**config.mk**
```make
export PLATFORM = sky130hd
export DESIGN_NAME = sifc_cell
export DESIGN_NICKNAME = d
export VERILOG_FILES = /design/src/rtl/sifc_pkg.sv /design/src/rtl/sifc_cell.sv
export SDC_FILE = /design/constraint.sdc
export NUM_CORES = 1
export LEC_CHECK = 0
export BUFFER_PORTS_ARGS = -buffer_cell sky130_fd_sc_hd__buf_2
export CORE_ASPECT_RATIO = 0.9
export CORE_MARGIN = 2
export CORE_UTILIZATION = 35
export DETAILED_ROUTE_END_ITERATION = 7
export MAX_ROUTING_LAYER = met4
export PLACE_DENSITY = 0.74
export SLEW_MARGIN = 20
export SYNTH_ARGS = -nofsm -noshare
export SYNTH_HDL_FRONTEND = slang
export SYNTH_SLANG_ARGS = --single-unit
```
**constraint.sdc**
```tcl
create_clock -name clk_i -period 4.3 [get_ports clk_i]
set_input_delay 0.645 -clock clk_i [delete_from_list [all_inputs] [get_ports clk_i]]
set_output_delay 0.645 -clock clk_i [all_outputs]
set_load 0.005 [all_outputs]
```
**src/rtl/sifc_pkg.sv**
```systemverilog
// shared types and codes for the sorted insert and floor search table
package sifc_pkg;

  localparam int unsigned ValueWidth = 32;
  localparam int unsigned IndexWidth = 7;

  localparam logic [1:0] STATUS_OK    = 2'd0;
  localparam logic [1:0] STATUS_FULL  = 2'd1;
  localparam logic [1:0] STATUS_EMPTY = 2'd2;

  localparam logic CMD_INSERT = 1'b0;
  localparam logic CMD_QUERY  = 1'b1;

  typedef logic signed [ValueWidth-1:0] value_t;
  typedef logic signed [IndexWidth-1:0] index_t;

  // operation broadcast to every cell
  typedef struct packed {
    logic   insert;
    logic   load;
    logic   scan;
    value_t operand;
  } ctrl_t;

  // what a cell hands to its upper neighbor
  typedef struct packed {
    logic   valid;
    logic   shift;
    value_t value;
  } link_t;

endpackage

```
**src/rtl/sifc_cell.sv**
```systemverilog
// one table cell: entry, valid bit and query flag
module sifc_cell import sifc_pkg::*; (
  input  logic  clk_i,
  input  logic  rst_ni,
  input  ctrl_t ctrl_i,
  input  link_t prev_i,
  output link_t link_o,
  input  logic  flag_i,
  output logic  flag_o
);

  value_t value_q;
  logic   valid_q;
  logic   flag_q;
  logic   greater;

  assign greater = valid_q && (value_q > ctrl_i.operand);

  assign link_o.valid = valid_q;
  assign link_o.shift = greater;
  assign link_o.value = value_q;
  assign flag_o       = flag_q;

  always_ff @(posedge clk_i) begin
    if (ctrl_i.insert) begin
      if (prev_i.shift) begin
        value_q <= prev_i.value;
      end else if (greater || (!valid_q && prev_i.valid)) begin
        value_q <= ctrl_i.operand;
      end
    end
  end

  always_ff @(posedge clk_i or negedge rst_ni) begin
    if (!rst_ni) begin
      valid_q <= 1'b0;
      flag_q  <= 1'b0;
    end else begin
      if (ctrl_i.insert && (prev_i.shift || prev_i.valid)) begin
        valid_q <= 1'b1;
      end
      if (ctrl_i.load) begin
        flag_q <= valid_q && (value_q <= ctrl_i.operand);
      end else if (ctrl_i.scan) begin
        flag_q <= flag_i;
      end
    end
  end

endmodule

```
; ---- After elaboration in Yosys (flattened, before gate mapping)
; Cells that the tools add are included.
[classes]
order_cmp = 2
muxes = 4
n_reduce_logical = 10
[ops]
columns = operator, count
row1 = 32-bit 2-to-1 mux, 2
row2 = 32-bit > comparator, 1
row3 = 32-bit less-or-equal comparator, 1
row4 = 1-bit logical AND, 4
row5 = 2-bit nonzero test, 2
row6 = 1-bit logical OR, 2
row7 = 1-bit 2-to-1 mux, 2
row8 = 2-bit AND reduction, 1
row9 = 1-bit logical NOT, 1
[totals]
ff_bits = 34
out_inout_bits = 35
elab_cells = 19

; ---- Logic depth before layout (Yosys ltp)
; Gate-level depths: netlist of run 1.
[logic_depth]
word_depth = 5
mapped_depth = 9

; ---- Least setup slack after synthesis of run 1
; Ideal clock, no wire load.
[synth_path]
kind = input to register
from = input ctrl_i[31] (netlist bit)
to = register value_q[0] (enable)
t_arrival_ns = 4.146
required_ns = 3.859
slack_ns = -0.286
stages = 7
n_path_buf = 0
path_cell_list = inv_1 -> ha_1 -> nand4_2 -> or4_1 -> and2_1 -> or4_1 -> a31oi_1
[synth_between]
elab_chain_cells = 5
[synth_lines]
columns = item, line_no
row1 = from (decl), sifc_cell.sv:5  ; input ctrl_t ctrl_i,
row2 = 32-bit > comparator, sifc_cell.sv:17  ; assign greater = valid_q && (value_q > ctrl_i.operand);
row3 = 1-bit logical AND, sifc_cell.sv:17
row4 = 1-bit logical OR, sifc_cell.sv:28  ; end else if (greater || (!valid_q && prev_i.valid)) begin
row5 = 2-bit nonzero test (no source line), -
row6 = 2-bit AND reduction (no source line), -
row7 = to (signal assigned), sifc_cell.sv:27  ; value_q <= prev_i.value;
row8 = to (signal assigned), sifc_cell.sv:29  ; value_q <= ctrl_i.operand;
row9 = to (decl), sifc_cell.sv:12  ; value_t value_q;
; Every way passes these cells.
; A chain may end at the register's enable or synchronous reset.

==> results.tsv, run 1 <==
metric	value	unit
status	complete, no violations	
# rows	27	
clock-pin slew on the worst setup and hold paths	0.07	ns
synth warn	0	
clock buffer depth	2	
Synth Area in Simple Gates	0.132	
Synth Cell Area	0.00224	mm^2
cts repair resizes	0	
P&R area growth vs syn	32.0	%
Hold WC Path Type	primary input to async pin	
crit path time final	3.31	ns
Pwr per Cell Area	288	mW/mm^2
PortBufs	106	
Post-Synth XOR/XNOR Area	0	
mean post-synth cell area	9.45	um^2
syn_nets	341	
Final #Nets	448	
hold_buf cts	0	
Yosys cell types	31	
drt total wl	5.37	mm
H-Tree Depth	2	
fin crit share	0.770	
die area	0.00706	mm^2
Starting DRT DRC Count	82	
Final ANT Viol Nets	0	
Seq pwr share	0.488	
setup skew after layout	0.00455	ns
Worst Path Arrival	2.67	ns
commonest non-fill, non-tap cell in the layout	buf_2	
vias in the first global route	1872	
most frequent cells in the layout	buf_2 (106), nand2_1 (39), inv_1 (36)	
sequential area share after synthesis	0.451	
Startpoint Class	primary input	
NetSw	0.000238	W
Internal	0.000615	W
RSZ-0062 raised after global routing	false	
setup repair bufs after CTS	0	
clk_lat worst skew	0.28	ns
setup violators final	0	
largest net degree at the start of global routing	39	
share of cells above drive strength 1	0.345	
Core Area	0.00615	mm^2
Post-Synthesis Cells	237	
CP max FO	6	
pre-CTS setup slack	0.901	ns
dpl hpwl	4.45	mm
largest family of logic cells by synthesized area	adder cells	
first-pass GRT wire length	8.45	mm
final worst setup slack	0.988	ns
Synth Register Bits	34	
Final Hold Fails	0	
GRT overflow	0	
Top FF cell, synth	edfxtp_1	
combinational share of power	0.247	
sw frac	0.279	
initial antenna violation count	0	
Peak VDD IR	0.000121	V
grt met1 use	0.200	
CTS tree	built	
TNS Setup	0	ns
Critical Path Sink Type	primary output	
Sinks on Clock Net	34	
vias per std cell	4.61	
GRT Total Usage	0.158	
Post-synth EDFFs	32	
clock share of power	0.264	
drt wl/cell	12.4	um
Rel. slew slack	0.724	
total CTS buffers	5	
worst-margin pin slew	0.415	ns
# diodes	0	
adder-cell area share of the yosys netlist	0.179	
Fmax achieved	302	MHz
grt met2 use	0.249	
Post-route DRC	0	
Leakage	1.49	nW
Initial Util	0.364	
max capacitance violation total	0	
WS Path Type	primary input to primary output	
Die Y	79.9	um
Vias	1992	
fin. max-slew vios	0	
Compound-Gate Fraction of Synth Area	0.150	
Async S/R FF share, synth	0.0588	
I/O pin total	107	
Min Hold Slack	0.138	ns
post-synthesis mux area share	0.00950	
Root Buffer Master	clkbuf_8	
Worst Path Required	3.65	ns
met3 Use GR	0.0383	
Die X	88.3	um
GPL Wtd Cong	0.794	
drt pass-1 iters	4	
grt peak-use layer	met2	
power groups by stage:
| stage | logic [W] | registers, W | clock network (W) |
|---|---|---|---|
| finish | 0.000211 | 0.000416 | 0.000225 |
| global route | 0.000242 | 0.000420 | 0.000246 |
| CTS | 0.000215 | 0.000417 | 0.000234 |
| detailed placement | 0.000214 | 0.000424 | 0 |
| global placement | 0.000208 | 0.000422 | 0 |
| floorplan | 0.000115 | 0.000426 | 0 |
kinds of logic after synthesis:
logic type	after synthesis
compound gates	61
simple gates	63
fa+ha+maj	32
mux	2
buf+inv	45
flops	34
synthesized netlist by cell type, types with 2 or more instances:
library cell / number / area share
a21o_1: 2 / 0.0067
a21oi_1: 15 / 0.034
a31oi_1: 2 / 0.0056
buf_4: 2 / 0.0067
clkbuf_1: 6 / 0.010
dfrtp_1: 2 / 0.022
edfxtp_1: 32 / 0.43
ha_1: 32 / 0.18
inv_1: 36 / 0.060
nand2_1: 39 / 0.065
nand3_1: 4 / 0.0089
nand4_1: 8 / 0.022
nor2_1: 2 / 0.0034
nor2b_1: 2 / 0.0056
o21ai_0: 35 / 0.078
or4_1: 3 / 0.010
state kept, by name (all words and copies together) (netlist names):
| name | count |
|---|---|
| value_q | 32 |
| flag_o | 1 |
| valid_q | 1 |
layer usage:
layer | share of wire | wire length (um) | up-vias
met1 | 0.45 | 2420 | 863
met5 | 0 | 0 | -
met2 | 0.47 | 2510 | 68
met3 | 0.065 | 351 | 8
li1 | - | - | 1053
met4 | 0.015 | 82 | 0
final timing paths:
kind                             start         end  slack [ns]  cells past startpoint
min in group clk_i          ctrl_i[33]      flag_o        0.60                      2
hold reg to reg                valid_q     valid_q        0.62                      2
setup / recovery            ctrl_i[31]  link_o[32]        0.99                      9
setup reg to reg           value_q[31]  value_q[6]        1.27                      7
max in group asynchronous       rst_ni      flag_o        4.06                      1
hold / removal                  rst_ni     valid_q        0.14                      1
through the flow:
step	cell area, um^2	power, W	cells	util
after global placement	2880	0.000630	424	0.468
after floorplan	2250	0.000540	237	-
final	2960	0.000853	432	0.481
after detailed placement	2880	0.000638	424	0.468
after CTS	2960	0.000866	432	0.481
after global routing	2960	0.000908	432	0.481
final cells by class:
cell class	instances	area, um^2
Inverter	36	135
Fill cell	628	3190
Clock buffer	8	80.1
Sequential cell	34	1010
Timing Repair Buffer	109	553
Tap cell	87	109
Multi-Input combinational cell	158	1070
critical path: stages:
cell and delay (ns):
buf_2 0.08, inv_1 0.04, ha_1 0.37, nand4_2 0.13
or4_1 0.56, or4_1 0.55, nand2_1 0.11, nor2b_1 0.05
buf_2 0.13
Power figures use the tool's default switching activity.
==> run 2, diff against run 1 <==
==> constraint.sdc (replaced) <==
create_clock -name clk_i -period 2.84 [get_ports clk_i]
set_input_delay 0.426 -clock clk_i [delete_from_list [all_inputs] [get_ports clk_i]]
set_output_delay 0.426 -clock clk_i [all_outputs]
set_load 0.005 [all_outputs]
==> run 2 against run 1 <==
Effect of this change: the run now ends with negative setup slack left; clock power grew 53%; die area is the same; global-route usage grew 1.6 points; critical endpoint unchanged; sequential power grew 53%; critical path depth shrank 2; combinational power grew 98%; clock-buffer cell count shrank 2.
==> results.tsv, run 2 (synthesis gave the netlist of run 1 again) <==
metric	value	unit	change
status	finished with violations		was complete, no violations
violated checks	negative setup slack		
Top reg by flops	value_q		unchanged
most frequent cells in the layout	buf_2 (106), nand2_1 (38), o21ai_0 (35)		was buf_2 (106), nand2_1 (39), inv_1 (36)
Crit Reg-Reg Endpoint	value_q[18]		was value_q[6]
first-pass GRT wire length	9.33	mm	was 8.45 mm
Total Power	0.00140	W	was 0.000853 W
Vias	2101		was 1992
Die Y	79.9	um	unchanged
Post-route DRC	0		unchanged
setup violators final	23		was 0
I/O pin total	107		unchanged
Worst Path Arrival	2.49	ns	was 2.67 ns
Final Hold Fails	0		unchanged
commonest non-fill, non-tap cell in the layout	buf_2		unchanged
total CTS buffers	5		unchanged
WS Path Type	flip-flop to primary output		was primary input to primary output
drt pass-1 iters	6		was 4
Leakage	1.62	nW	was 1.49 nW
final worst setup slack	-0.0795	ns	was 0.988 ns
# diodes	0		unchanged
share of cells above drive strength 1	0.443		was 0.345
Critical Path Sink Type	primary output		unchanged
drt total wl	5.92	mm	was 5.37 mm
setup skew after layout	0.00690	ns	was 0.00455 ns
H-Tree Depth	2		unchanged
Largest register FFs	32		unchanged
Min Hold Slack	0.346	ns	was 0.138 ns
fill count	592		was 628
GRT Total Usage	0.175		was 0.158
fin. max-slew vios	0		unchanged
vias in the first global route	2092		was 1872
launching point of the worst reg2reg path	value_q[17]		was value_q[31]
Sinks on Clock Net	34		unchanged
GRT overflow	0		unchanged
drt wl/cell	13.1	um	was 12.4 um
# rows	27		unchanged
Initial Util	0.364		unchanged
RSZ-0062 raised after global routing	true		was false
Fmax achieved	343	MHz	
Final #Nets	469		was 448
clock buffer depth	2		unchanged
Pwr per Cell Area	417	mW/mm^2	was 288 mW/mm^2
Worst Path Required	2.41	ns	was 3.65 ns
worst r2r path cells	8		was 7
Startpoint Class	flip-flop		was primary input
worst-margin pin slew	0.306	ns	was 0.415 ns
Hold WC Path Type	primary input to flip-flop		was primary input to async pin
dpl hpwl	4.63	mm	was 4.45 mm
Final ANT Viol Nets	0		unchanged
Root Buffer Master	clkbuf_8		unchanged
clock-pin slew on the worst setup and hold paths	0.07	ns	about the same
fin crit share	1.03		
CTS tree	built		unchanged
largest net degree at the start of global routing	36		was 39
Core Area	0.00615	mm^2	unchanged
pre-CTS setup slack	-0.119	ns	was 0.901 ns
Die X	88.3	um	unchanged
clk_lat worst skew	0.28	ns	about the same
Starting DRT DRC Count	62		was 82
crit path time final	2.92	ns	
HP Start	ctrl_i[33]		
max capacitance violation total	0		unchanged
P&R area growth vs syn	49.7	%	was 32.0%
Hold Crit Endpoint	flag_o		
GPL Wtd Cong	0.785		was 0.794
Peak VDD IR	0.000179	V	was 0.000121 V
R2R setup slack	-0.01	ns	was 1.27 ns
PortBufs	106		unchanged
initial antenna violation count	0		unchanged
Rel. slew slack	0.796		was 0.724
Min-Delay Path Depth	2		
die area	0.00706	mm^2	unchanged
vias per std cell	4.64		was 4.61
CP max FO	2		was 6
## run 2: changes by cell type in the layout (fill, tap and decap cells not counted), sizes merged
| cell | delta |
|---|---|
| buf | +19 |
| dlygate4sd3 | +1 |
| clkinv | +2 |
| clkbuf | -1 |
## run 2: repair_timing
item,in CTS,in global routing
endpoints found under the setup margin,33,33
hold buffers,1,0
setup buffers,9,1
gates resized for setup,10,9
pin swaps,8,7
cloned,0,1
hold endpoints to repair,2,0
## run 2: per-layer routing
| layer | global-route usage | share of wire | vias to the layer above |
|---|---|---|---|
| li1 | - | - | 1093 |
| met2 | 0.297 | 0.48 | 68 |
| met5 | - | 0 | - |
| met1 | 0.211 | 0.44 | 928 |
| met4 | 0.0455 | 0.016 | 0 |
| met3 | 0.0372 | 0.057 | 12 |
## run 2: how the worst max path moves through the flow
stage,cells past startpoint,slack (ns),start,to
after global routing,7,-0.11,value_q[17],link_o[32]
final,7,-0.08,value_q[17],link_o[32]
after global placement,10,-0.09,ctrl_i[25],value_q[7]
after CTS,7,-0.08,value_q[31],link_o[32]
after floorplan,6,-0.16,value_q[27],value_q[0]
after detailed placement,10,-0.12,ctrl_i[19],value_q[1]
## run 2: worst max-delay path: stages, from the launching register on
cell and delay, ns:
edfxtp_1 0.44, ha_4 0.30, nand4_1 0.13, or4_4 0.57, or4_4 0.52, nand2_2 0.09
nor2b_2 0.04, buf_2 0.12
## run 2: layout make-up
type | instances | area [um^2] | area share
multi-input combinational | 158 | 1260 | 0.376
sequential | 34 | 1010 | 0.301
timing repair buffer | 130 | 756 | 0.225
inverter | 36 | 135 | 0.0403
tap | 87 | 109 | 0.0325
clock buffer | 6 | 72.6 | 0.0216
clock inverter | 2 | 8.76 | 0.00261
## run 2: through the flow
step                 util  cells  instance area, um^2  TNS, ns
floorplan               -    237                 2300    -5.01
global placement    0.491    433                 3020    -2.67
detailed placement  0.491    433                 3020    -3.76
CTS                 0.528    451                 3250  -0.0774
global route        0.545    453                 3350    -1.91
finish              0.545    453                 3350   -0.241
## run 2: where the power goes
part           internal, W  switching (W)
registers         0.000607      0.0000282
clock network     0.000169       0.000175
logic             0.000219       0.000200
==> run 3, diff against run 2 <==
--- a/config.mk
+++ b/config.mk
@@ -11,7 +11,7 @@
 export CORE_UTILIZATION = 35
 export DETAILED_ROUTE_END_ITERATION = 7
 export MAX_ROUTING_LAYER = met4
-export PLACE_DENSITY = 0.74
+export PLACE_DENSITY = 0.71
 export SLEW_MARGIN = 20
 export SYNTH_ARGS = -nofsm -noshare
 export SYNTH_HDL_FRONTEND = slang
==> constraint.sdc (replaced) <==
create_clock -name clk_i -period 3.01 [get_ports clk_i]
set_input_delay 0.4515 -clock clk_i [delete_from_list [all_inputs] [get_ports clk_i]]
set_output_delay 0.4515 -clock clk_i [all_outputs]
set_load 0.005 [all_outputs]
==> run 3 against run 2 <==
Effect of this change: the flow now finishes without violations; routed wire length fell by 4.1%; worst hold slack improved by 0.027 ns; cell count fell by 2.9%; sequential cell count did not move; clock power fell by 4%; critical endpoint unchanged; largest cell class unchanged.
==> results.tsv, run 3 (synthesis gave the netlist of run 1 again) <==
metric	value	unit	change
status	complete, no violations		was finished with violations
pre-CTS setup slack	0.0591	ns	was -0.119 ns
Leakage	1.54	nW	was 1.62 nW
worst-margin pin slew	0.401	ns	was 0.306 ns
share of cells above drive strength 1	0.428		was 0.443
fin crit share	0.973		
final worst setup slack	0.0804	ns	was -0.0795 ns
CTS tree	built		unchanged
Crit Reg-Reg Endpoint	value_q[16]		was value_q[18]
drt wl/cell	12.9	um	was 13.1 um
CP max FO	3		was 2
worst path bufs/invs	1		unchanged
Post-route DRC	0		unchanged
Initial Util	0.364		unchanged
Startpoint Class	flip-flop		unchanged
Final #Nets	456		was 469
first-pass GRT wire length	8.65	mm	was 9.33 mm
GRT Total Usage	0.164		was 0.175
PortBufs	106		unchanged
Slowest-stage cell, CP	or4_4		unchanged
Sinks on Clock Net	34		unchanged
Final ANT Viol Nets	0		unchanged
CP peak stage delay	0.56	ns	was 0.57 ns
I/O pin total	107		unchanged
GPL Wtd Cong	0.783		was 0.785
Largest register FFs	32		unchanged
fin. max-slew vios	0		unchanged
Min-Delay Path Depth	2		unchanged
Die Y	79.9	um	unchanged
setup skew after layout	0.00208	ns	was 0.00690 ns
clock-pin slew on the worst setup and hold paths	0.07	ns	about the same
launching point of the worst reg2reg path	value_q[17]		unchanged
dpl hpwl	4.39	mm	was 4.63 mm
post-layout util	0.527		was 0.545
drt pass-1 iters	4		was 6
vias in the first global route	1889		was 2092
Pwr per Cell Area	400	mW/mm^2	was 417 mW/mm^2
GRT overflow	0		unchanged
Die X	88.3	um	unchanged
die area	0.00706	mm^2	unchanged
CP most frequent cell	or4_4		unchanged
Critical Path Sink Type	primary output		unchanged
total CTS buffers	5		unchanged
most frequent cells in the layout	buf_2 (106), nand2_1 (38), o21ai_0 (35)		unchanged
CP Cell Sequence	ha_4 > nand4_1 > or4_4 > or4_4 > nand2_2 > nor2b_1 > buf_2		was ha_4 > nand4_1 > or4_4 > or4_4 > nand2_2 > nor2b_2 > buf_2
Final Hold Fails	0		unchanged
Starting DRT DRC Count	63		was 62
Top reg by flops	value_q		unchanged
Root Buffer Master	clkbuf_8		unchanged
Vias	2060		was 2101
TNS Setup	0	ns	was -0.241 ns
# rows	27		unchanged
# diodes	0		unchanged
Fmax achieved	341	MHz	
initial antenna violation count	0		unchanged
H-Tree Depth	2		unchanged
dominant delay contributor by cell family on the critical path	simple AND/OR/NAND/NOR gates		unchanged
clk_lat worst skew	0.28	ns	about the same
RSZ-0062 raised after global routing	true		unchanged
Core Area	0.00615	mm^2	unchanged
Worst Path Arrival	2.48	ns	was 2.49 ns
Worst Path Required	2.56	ns	was 2.41 ns
vias per std cell	4.68		was 4.64
Hold WC Path Type	primary input to flip-flop		unchanged
WS Path Type	flip-flop to primary output		unchanged
Hold Crit Endpoint	flag_o		unchanged
clock buffer depth	2		unchanged
crit path time final	2.93	ns	
Peak VDD IR	0.000202	V	was 0.000179 V
drt total wl	5.67	mm	was 5.92 mm
commonest non-fill, non-tap cell in the layout	buf_2		unchanged
worst r2r path cells	7		was 8
Worst Setup SP	value_q[17]		unchanged
largest net degree at the start of global routing	32		was 36
HP Start	ctrl_i[33]		unchanged
P&R area growth vs syn	44.7	%	was 49.7%
R2R setup slack	0.25	ns	was -0.01 ns
setup violators final	0		was 23
Rel. slew slack	0.733		was 0.796
max capacitance violation total	0		unchanged
[run 3: cell count changes in the layout (fill, tap and decap cells not counted), moves of 2 or more]
cell | before | now
buf_4 | 20 | 8
ha_1 | 23 | 20
ha_4 | 9 | 12
inv_1 | 34 | 32
[run 3: worst register-to-register path: stages, from the launching register on]
cell and delay, ns:
edfxtp_1 0.44, ha_4 0.30, nand4_1 0.13, or4_4 0.56, and2_4 0.16, or4_4 0.42
a31oi_4 0.26, buf_12 0.20
[run 3: worst max path at each step]
| stage | endpoint | slack [ns] | cells after the start |
|---|---|---|---|
| after floorplan | value_q[0] | 0.006 | 7 |
| after global placement | value_q[14] | 0.12 | 9 |
| after detailed placement | value_q[14] | 0.06 | 10 |
| after CTS | link_o[32] | 0.01 | 7 |
| after global routing | link_o[32] | -0.02 | 7 |
| final | link_o[32] | 0.08 | 7 |
[run 3: power by group]
part | switching (W) | leakage, nW | total, W | internal, W
clock | 0.000171 | 0.0426 | 0.000330 | 0.000159
sequential | 0.0000279 | 0.328 | 0.000601 | 0.000573
combinational | 0.000179 | 1.17 | 0.000365 | 0.000186
total | 0.000378 | 1.54 | 0.00130 | 0.000918
[run 3: cell type report]
| cell class | instances | area, um^2 |
|---|---|---|
| inverter | 36 | 138 |
| clock inverter | 2 | 8.76 |
| timing repair buffer | 117 | 641 |
| tap | 87 | 109 |
| multi-input combinational | 158 | 1260 |
| fill | 578 | 2910 |
| clock buffer | 6 | 72.6 |
| sequential | 34 | 1010 |
[run 3: layer usage]
layer  track usage  vias up  wire (um)
met5             -        -          0
met4        0.0439        0         90
met3        0.0434       11        412
met2         0.233       77       2390
met1         0.230      903       2780
li1              -     1069          -
[run 3: metrics by stage]
| step | area (um^2) | cells | hold WS (ns) | power [W] |
|---|---|---|---|---|
| 6_report | 3240 | 440 | 0.373 | 0.00130 |
| 5_1_grt | 3240 | 440 | 0.370 | 0.00138 |
| 4_1_cts | 3090 | 434 | 0.369 | 0.00128 |
| 3_5_place_dp | 2990 | 425 | 0.243 | 0.000939 |
| 3_3_place_gp | 2990 | 425 | 0.238 | 0.000929 |
| 2_1_floorplan | 2330 | 237 | 0.156 | 0.000790 |
[run 3: timing repair]
action                                 in CTS  in global routing
setup buffers                               0                  6
pin swaps                                   0                  6
gates resized for setup                     2                 11
hold buffers                                1                  0
cloned                                      0                  0
setup endpoints to repair                   1                  1
endpoints found under the hold margin       2                  0
